$ cat src/sv/vdf_pkg.sv
`timescale 1ns / 1ps

package vdf_pkg;

  localparam int DIST_W = 8;
  localparam logic [DIST_W-1:0] NO_SOLID = 8'd255;

  localparam logic OP_WRITE = 1'b0;
  localparam logic OP_QUERY = 1'b1;

  localparam logic [1:0] REG_SIZE_X = 2'd0;
  localparam logic [1:0] REG_SIZE_Y = 2'd1;
  localparam logic [1:0] REG_SIZE_Z = 2'd2;

  typedef enum logic [2:0] {
    S_CLEAR,
    S_IDLE,
    S_WR_READ,
    S_WR_WRITE,
    S_SCAN,
    S_DRAIN,
    S_DONE
  } state_e;

  typedef struct packed {
    logic              valid;
    logic              found;
    logic [DIST_W-1:0] dx;
    logic [DIST_W-1:0] dy;
    logic [DIST_W-1:0] dz;
  } eval_t;

endpackage

$ cat src/sv/vdf_row_eval.sv
`timescale 1ns / 1ps

module vdf_row_eval #(
  parameter int MAX_DIM = 32
) (
  input  logic                          clk_i,
  input  logic                          rst_ni,
  input  logic                          valid_i,
  input  logic [MAX_DIM-1:0]            row_i,
  input  logic [$clog2(MAX_DIM)-1:0]    exm1_i,
  input  logic [4:0]                    x_i,
  input  logic [vdf_pkg::DIST_W-1:0]    dy_i,
  input  logic [vdf_pkg::DIST_W-1:0]    dz_i,
  output vdf_pkg::eval_t                ev_o
);

  localparam int IW = $clog2(MAX_DIM);
  localparam int DW = vdf_pkg::DIST_W;

  logic [DW-1:0] x8;
  logic          lo_found;
  logic          hi_found;
  logic [DW-1:0] lo_idx;
  logic [DW-1:0] hi_idx;
  logic [DW-1:0] dx_lo;
  logic [DW-1:0] dx_hi;
  logic [DW-1:0] dx_d;

  logic          valid_q;
  logic          found_q;
  logic [DW-1:0] dx_q;
  logic [DW-1:0] dy_q;
  logic [DW-1:0] dz_q;

  assign x8 = DW'(x_i);

  // nearest solid at or below x, and nearest solid above x
  always_comb begin
    lo_found = 1'b0;
    lo_idx   = '0;
    hi_found = 1'b0;
    hi_idx   = '0;
    for (int i = 0; i < MAX_DIM; i++) begin
      if (row_i[i] && (IW'(i) <= exm1_i) && (DW'(i) <= x8)) begin
        lo_found = 1'b1;
        lo_idx   = DW'(i);
      end
    end
    for (int i = MAX_DIM - 1; i >= 0; i--) begin
      if (row_i[i] && (IW'(i) <= exm1_i) && (DW'(i) > x8)) begin
        hi_found = 1'b1;
        hi_idx   = DW'(i);
      end
    end
  end

  assign dx_lo = x8 - lo_idx;
  assign dx_hi = hi_idx - x8;

  always_comb begin
    if (!lo_found) begin
      dx_d = dx_hi;
    end else if (!hi_found) begin
      dx_d = dx_lo;
    end else if (dx_hi < dx_lo) begin
      dx_d = dx_hi;
    end else begin
      dx_d = dx_lo;
    end
  end

  always_ff @(posedge clk_i or negedge rst_ni) begin
    if (!rst_ni) begin
      valid_q <= 1'b0;
    end else begin
      valid_q <= valid_i;
    end
  end

  always_ff @(posedge clk_i) begin
    found_q <= lo_found | hi_found;
    dx_q    <= dx_d;
    dy_q    <= dy_i;
    dz_q    <= dz_i;
  end

  assign ev_o.valid = valid_q;
  assign ev_o.found = found_q;
  assign ev_o.dx    = dx_q;
  assign ev_o.dy    = dy_q;
  assign ev_o.dz    = dz_q;

endmodule

$ cat config.mk
export PLATFORM = sky130hd
export DESIGN_NAME = vdf_row_eval
export DESIGN_NICKNAME = d
export VERILOG_FILES = /design/src/sv/vdf_pkg.sv /design/src/sv/vdf_row_eval.sv
export SDC_FILE = /design/constraint.sdc
export NUM_CORES = 1
export LEC_CHECK = 0
export BUFFER_PORTS_ARGS = -buffer_cell sky130_fd_sc_hd__buf_2
export CORE_MARGIN = 2
export CORE_UTILIZATION = 59
export CTS_CLUSTER_SIZE = 12
export DETAILED_ROUTE_END_ITERATION = 16
export GPL_TIMING_DRIVEN = 0
export PLACE_DENSITY = 0.87
export SETUP_SLACK_MARGIN = 0.1
export SKIP_CTS_REPAIR_TIMING = 1
export SLEW_MARGIN = 10
export SYNTH_ARGS = -nofsm -noshare
export SYNTH_HDL_FRONTEND = slang
export SYNTH_SLANG_ARGS = --single-unit
$ cat constraint.sdc
create_clock -name clk_i -period 1 [get_ports clk_i]
set_input_delay 0.2 -clock clk_i [delete_from_list [all_inputs] [get_ports clk_i]]
set_output_delay 0.2 -clock clk_i [all_outputs]
set_load 0.03 [all_outputs]
==> impl_metrics.py, run 1 <==
metrics = {
    "outcome": {
        "status": "did not finish",
        "stop_stage": "global routing",
        "stop_error": "[ERROR GRT-0232] Routing congestion too high. Check the congestion heatmap in the GUI.",
    },
    "synthesis": {
        "syn_area_per_cell_um2": 7.51,
        "synthFlopType": "dfxtp_1",
        "synth_area_leader_cell": "dfxtp_1",
        "synth_cell_types": 90,
        "async_flop_share": 0.0385,
        "synth-edff-count": 0,
        "yosysWarnings": 0,
        "synth_area_leaders": "dfxtp_1, ha_1, o21ai_0",
        "synth_top_area_frac": 0.143,
        "syn_area_um2": 3510,
        "postSynthCellCount": 467,
        "ys_ff_latch": 26,
        "yosysSeqAreaShare": 0.150,
        "synth_fp_nets": 547,
    },
    "placed_design": {
        "dp_hpwl_um": 10600,
        "placedCellCount": 626,
        "gp_congestion": 1.08,
        "portBuffers": 84,
    },
    "floorplanning": {
        "num_io_pins": 87,
        "die_w_um": 81.1,
        "start_util": 0.603,
        "core.rowCount": 28,
        "die_y_um": 81.1,
    },
    "clock_network": {
        "cts_sinks": 26,
        "clockRootBuffer": "clkbuf_8",
        "cts_buffers": 3,
        "clockBufferDepth": 2,
        "ctsHtreeMaxLevel": 1,
    },
    "global_routing": {
        "grt_use_total": 0.789,
        "overflow": 57,
        "grt_max_degree": 16,
    },
    "sta": {
        "worstEndpointType": "register input",
        "crit_endpoint": "dx_q[6]$_DFF_P_/D",
    },
}
==> cell families after synthesis <==
logic type,after synthesis,share of synthesized area
AOI/OAI and AO/OA,197,0.407
and+or+nand+nor,163,0.252
buffers and inverters,48,0.0777
DFF,26,0.150
adders and majority gates,19,0.0720
muxes,8,0.0271
xor gates and xnor gates,6,0.0150
==> cell usage after synthesis (4+ instances only) <==
library cell,instances
a31oi_1,7
a21oi_1,35
buf_6,7
a21boi_0,4
nand2_1,37
a311oi_1,4
or3_1,5
nand2b_1,9
clkbuf_1,4
ha_1,17
o21ai_0,40
and3_1,4
inv_1,12
mux2i_1,5
buf_2,17
nor3_1,14
nor2_1,37
nand3_1,13
o32ai_1,5
xor2_1,6
nand4_1,5
dfxtp_1,25
o221ai_1,4
a211oi_1,4
o211ai_1,5
and2_1,6
o21ai_1,5
a21o_1,11
buf_4,5
o22ai_1,9
o21a_1,9
nor2b_1,8
nor4_1,4
==> per-stage QoR <==
| step | setup WS [ns] | TNS (ns) | area, µm² |
|---|---|---|---|
| CTS | -4.21 | -34.49 | 4140 |
| detailed placement | -4.41 | -36.02 | 4060 |
| global placement | -4.35 | -35.57 | 4060 |
| floorplan | -3.18 | -25.49 | 3550 |
==> metal layers <==
layer / GRT overflow / track usage
met1: 0 / 0.779
met2: 38 / 0.970
met3: 2 / 0.637
met4: 17 / 0.805
met5: 0 / 0.150
==> inputs of run 2 (changes only) <==
CORE_UTILIZATION = 40   (was 59)
CTS_CLUSTER_SIZE = unset   (was 12)
PLACE_DENSITY = unset   (was 0.87)
PLACE_DENSITY_LB_ADDON = 0.15   (was unset)
SETUP_SLACK_MARGIN = unset   (was 0.1)
==> run 2 against run 1 <==
The flow now finishes, with violations (setup timing). Synthesized cell count stayed put. Synthesized area unchanged.
==> impl_metrics.py, run 2 <==
metrics = {
    "outcome": {
        "status": "finished with violations",
        "failed_checks": "setup timing",
    },
    "sta": {
        "layout_min_cycle_time_ns": 4.25,
        "finalSetupViolations": 9,
        "finalMaxSlewViolations": 0,
        "fin_tns_setup_ns": -26.94,
        "final_hold_viol_count": 0,
        "rsz0062_at_grt": "yes",
        "worst_pin_slew_ns": 0.701,
        "fin_crit_sh": 4.25,
        "maxSlewHeadroom": 0.529,
        "fmax_mhz": 236,
        "fin_ws_ns": -3.25,
    },
    "power_and_ir_drop": {
        "p_clk_frac": 0.129,
        "p_leak_nw": 2.16,
        "power_density_nw_per_um2": 1280,
        "seq_power_share": 0.195,
        "p_sw_frac": 0.427,
        "irDropWorstVdd_mv": 0.740,
        "p_int_mw": 3.76,
        "switchingPower_mw": 2.81,
        "comb_power_share": 0.676,
    },
    "worst_hold_path": {
        "hold_class": "in -> reg",
    },
    "cells_and_area": {
        "nFillCells": 807,
        "drive_above_1_share": 0.441,
        "multi_input_area_um2": 3120,
        "layout_common_cells": "buf_2, buf_4, nor2_1",
        "layout.nets": 680,
        "mostFrequentLayoutCell": "buf_2",
        "stdcell_count": 707,
        "reg_top3": "dx_q: 8 flops, dy_q: 8 flops, dz_q: 8 flops",
        "area_growth_pct": 46.7,
        "register_area_um2": 527,
        "n_antenna_cell": 0,
    },
    "run": {
        "maxCapViolCount": 0,
    },
    "detailed_routing": {
        "remaining_drc_errors": 0,
        "drt_pass1_iterations": 5,
        "routed_wl_um": 14500,
        "wl_per_cell_um": 20.5,
        "ant_nets": 0,
        "via_per_inst": 6.39,
        "drt_iter0_drc": 397,
        "dr_total_vias": 4520,
    },
    "synthesis": {
        "synth_area_leader_cell": "dfxtp_1",
        "syn_area_um2": 3510,
        "async_flop_share": 0.0385,
        "ys_ff_latch": 26,
        "synth_area_leaders": "dfxtp_1, ha_1, o21ai_0",
        "synth_fp_nets": 547,
        "synth-edff-count": 0,
        "yosysWarnings": 0,
        "postSynthCellCount": 467,
        "synth.most_common_cell": "o21ai_0",
        "synthFlopType": "dfxtp_1",
        "synth_top_area_frac": 0.143,
        "synthTopCellsByCount": "o21ai_0, nand2_1, nor2_1",
        "yosysSeqAreaShare": 0.150,
        "syn_area_per_cell_um2": 7.51,
        "synth_cell_types": 90,
    },
    "setup_path": {
        "crit_path_max_fanout": 9,
        "critical_path_class": "in -> reg",
        "end_kind": "register",
        "critPathLaunchType": "input port",
        "slowest_delay_ns": 0.46,
        "cp.arrival_ns": 4.40,
        "required_ns": 1.16,
        "slowest_stage": "o211ai_1",
        "path_cells": "buf_12 -> buf_12 -> buf_6 -> o211ai_1 -> nor3_2 -> or3_4 -> nor4_4 -> a21boi_2 -> a311o_1 -> ha_1 -> nor2b_1 -> o21ai_1 -> nand2b_1 -> a21o_1 -> a21o_1 -> ha_4 -> nand2_1 -> o21ai_2 -> a21oi_2 -> a21oi_4 -> mux2_4",
    },
    "floorplanning": {
        "die_y_um": 97.7,
        "num_io_pins": 87,
        "die_area_um2": 9540,
        "coreArea_um2": 8590,
        "core.rowCount": 34,
        "start_util": 0.408,
        "die_w_um": 97.7,
    },
    "global_routing": {
        "grt_first_pass_wirelength_um": 20900,
        "overflow": 0,
        "grt_max_degree": 16,
        "grt_antenna_before_repair": 0,
        "grt_use_total": 0.274,
        "first_global_vias": 3892,
    },
    "clock_network": {
        "cts_sinks": 26,
        "clk_pin_slew_worst_paths_ns": 0.09,
        "ctsHtreeMaxLevel": 1,
        "cts_buffers": 3,
        "clockRootBuffer": "clkbuf_8",
        "cts_tree": "yes",
        "clockBufferDepth": 2,
    },
    "placed_design": {
        "gp_congestion": 1.00,
        "portBuffers": 84,
        "dp_hpwl_um": 10900,
        "post-place-ws_ns": -4.25,
        "placedCellCount": 659,
    },
}
[run 2: cell counts after synthesis]
No cell type changed its count.
[run 2: stage by stage]
| stage | power (mW) | hold slack [ns] | util | area, µm² |
|---|---|---|---|---|
| after CTS | 5.66 | -0.314 | 0.486 | 4180 |
| final | 6.57 | 0.0247 | 0.599 | 5150 |
| after global routing | 6.97 | 0.00658 | 0.599 | 5150 |
| after global placement | 4.75 | -0.0252 | 0.478 | 4110 |
| after detailed placement | 4.81 | -0.0233 | 0.478 | 4110 |
| after floorplan | 3.90 | -0.0956 | - | 3550 |
[run 2: cell families after synthesis]
kind of cell,count (synthesis),share of synthesized area
buffers and inverters,48,0.0777
adders and majority gates,19,0.0720
xor gates and xnor gates,6,0.0150
AOI/OAI and AO/OA,197,0.407
and+or+nand+nor,163,0.252
DFF,26,0.150
muxes,8,0.0271
[run 2: routing by layer]
layer / wire [µm] / GRT usage
met5: 0 / 0
met4: 433 / 0.0791
met3: 1390 / 0.0417
met2: 6730 / 0.436
met1: 5930 / 0.383
[run 2: power groups by stage]
stage | sequential [mW] | clock, mW | combinational, mW
6_report | 1.28 | 0.848 | 4.44
5_1_grt | 1.30 | 0.921 | 4.74
4_1_cts | 1.28 | 0.865 | 3.52
3_5_place_dp | 1.31 | 0 | 3.50
3_3_place_gp | 1.30 | 0 | 3.44
2_1_floorplan | 1.73 | 0 | 2.17
[run 2: final timing paths]
path | depth (start not counted) | startpoint | slack (ns) | end
worst max-delay path | 21 | exm1_i[2] | -3.25 | dx_q[3]
worst min-delay path | 1 | dz_i[3] | 0.02 | dz_q[3]
max in group asynchronous | 2 | rst_ni | 0.69 | valid_q
min in group asynchronous | 2 | rst_ni | 0.23 | valid_q
[run 2: cell type report]
cell class | count | area share
Multi-Input combinational cell | 393 | 0.606
Timing Repair Buffer | 132 | 0.171
Sequential cell | 26 | 0.102
Buffer | 30 | 0.0703
Tap cell | 108 | 0.0263
Inverter | 14 | 0.0102
Clock buffer | 3 | 0.00802
Clock inverter | 1 | 0.00584
[run 2: worst max-delay path, delay by kind of cell]
kind	cells	cell delay [ns]
compound gates	9	1.92
fa+ha+maj	2	0.52
mux	1	0.33
simple gates	6	1.06
buf+inv	3	0.36
No activity file was read; power rests on OpenSTA's default activity.
==> inputs of run 3 (changes only) <==
CORE_UTILIZATION = 42   (was 40)
==> run 3 against run 2 <==
The run still ends with setup timing left. Final cell count decreased by 2.0%. Worst hold slack improved by 0.0099 ns. Core utilization increased by 1.8 points. Critical path type unchanged.
==> impl_metrics.py, run 3 (synthesis gave the netlist of run 2 again) <==
metrics = {
    "placed_design": {
        "dp_hpwl_um": 10700,
        "post-place-ws_ns": -4.29,
        "placed_cell_area_um2": 4100,
        "gp_congestion": 1.08,
        "portBuffers": 84,
        "placedCellCount": 656,
    },
    "floorplanning": {
        "die_y_um": 95.4,
        "coreArea_um2": 8180,
        "num_io_pins": 87,
        "core.rowCount": 33,
        "die_w_um": 95.4,
        "die_area_um2": 9100,
        "start_util": 0.429,
    },
    "detailed_routing": {
        "routed_wl_um": 14500,
        "wl_per_cell_um": 20.9,
        "dr_total_vias": 4551,
        "drt_iter0_drc": 472,
        "via_per_inst": 6.57,
        "ant_nets": 0,
        "remaining_drc_errors": 0,
        "drt_pass1_iterations": 7,
    },
    "cells_and_area": {
        "fin_area_um2": 5050,
        "finalCoreUtilization": 0.617,
        "nFillCells": 741,
        "reg_top3": "dx_q: 8 flops, dy_q: 8 flops, dz_q: 8 flops",
        "stdcell_count": 693,
        "layout_common_cells": "buf_2, buf_4, nor2_1",
        "drive_above_1_share": 0.434,
        "mostFrequentLayoutCell": "buf_2",
        "layout.nets": 669,
        "n_antenna_cell": 0,
        "area_growth_pct": 43.8,
    },
    "power_and_ir_drop": {
        "irDropWorstVdd_mv": 0.689,
        "power_density_nw_per_um2": 1320,
        "p_leak_nw": 2.11,
    },
    "sta": {
        "finalSetupViolations": 9,
        "fmax_mhz": 233,
        "maxSlewHeadroom": 0.478,
        "finalMaxSlewViolations": 0,
        "worst_pin_slew_ns": 0.783,
        "final_hold_viol_count": 0,
        "fin_ws_ns": -3.29,
        "fin_crit_sh": 4.29,
        "rsz0062_at_grt": "yes",
        "layout_min_cycle_time_ns": 4.29,
    },
    "setup_path": {
        "path_cells": "buf_12 -> or2_4 -> buf_12 -> o31ai_4 -> o32ai_2 -> o21ai_1 -> a21oi_2 -> nor4_4 -> o21ai_1 -> a21o_1 -> ha_2 -> fa_2 -> nor2b_1 -> o21ai_0 -> nand2b_1 -> xor2_2 -> inv_1 -> ha_1 -> a211oi_4 -> o21ai_2 -> a21oi_2 -> a21oi_4 -> mux2_4",
        "required_ns": 1.16,
        "critPathLaunchType": "input port",
        "crit_path_max_fanout": 10,
        "slowest_stage": "o31ai_4",
        "slowest_delay_ns": 0.37,
        "end_kind": "register",
        "critical_path_class": "in -> reg",
        "cp.arrival_ns": 4.45,
    },
    "global_routing": {
        "grt_first_pass_wirelength_um": 20300,
        "grt_max_degree": 16,
        "overflow": 0,
        "grt_use_total": 0.290,
        "grt_antenna_before_repair": 0,
        "first_global_vias": 3950,
    },
    "clock_network": {
        "clockRootBuffer": "clkbuf_8",
        "cts_tree": "yes",
        "cts_buffers": 3,
        "ctsHtreeMaxLevel": 1,
        "clockBufferDepth": 2,
        "cts_sinks": 26,
        "clk_pin_slew_worst_paths_ns": 0.08,
    },
    "worst_hold_path": {
        "hold_class": "in -> reg",
    },
    "outcome": {
        "failed_checks": "setup timing",
        "status": "finished with violations",
    },
    "run": {
        "maxCapViolCount": 0,
    },
}
-- run 3: area by class of cell --
type | count | area (µm²) | area share
buffer | 30 | 354 | 0.0702
multi-input combinational | 393 | 3140 | 0.622
timing repair buffer | 121 | 773 | 0.153
clock inverter | 1 | 30.0 | 0.00595
sequential | 26 | 527 | 0.104
clock buffer | 3 | 41.3 | 0.00818
tap | 105 | 131 | 0.0260
inverter | 14 | 52.6 | 0.0104
-- run 3: metrics by stage --
| step | setup TNS (ns) | hold slack, ns | total power [mW] |
|---|---|---|---|
| global placement | -35.64 | -0.0257 | 4.76 |
| CTS | -32.98 | -0.310 | 5.63 |
| global route | -28.54 | 0.0221 | 7.07 |
| floorplan | -25.49 | -0.0956 | 3.90 |
| finish | -27.28 | 0.0346 | 6.66 |
| detailed placement | -35.06 | -0.0249 | 4.79 |
-- run 3: power by group --
part	internal (mW)	leakage [nW]	switching [mW]	total, mW
registers	1.24	0.222	0.0385	1.28
logic	2.04	1.85	2.51	4.55
clock network	0.534	0.0357	0.293	0.827
total	3.82	2.11	2.84	6.66
-- run 3: worst paths after layout --
| path | slack (ns) | startpoint | depth (start not counted) | end |
|---|---|---|---|---|
| hold / removal | 0.03 | dz_i[3] | 1 | dz_q[3] |
| max in group asynchronous | 0.68 | rst_ni | 2 | valid_q |
| setup / recovery | -3.29 | exm1_i[4] | 23 | dx_q[4] |
| min in group asynchronous | 0.24 | rst_ni | 2 | valid_q |
-- run 3: per-layer routing --
metal,vias to the layer above,global-route usage,wire [µm]
met5,-,0,0
met4,0,0.160,809
met3,70,0.0277,1480
met2,348,0.468,6650
met1,2098,0.379,5550
li1,2035,-,-
-- run 3: critical path, delay by kind of cell --
| family | cells | cell delay [ns] |
|---|---|---|
| simple gates | 4 | 0.76 |
| buf+inv | 3 | 0.32 |
| compound gates | 11 | 1.86 |
| fa+ha+maj | 3 | 0.79 |
| xor+xnor | 1 | 0.20 |
| mux | 1 | 0.31 |
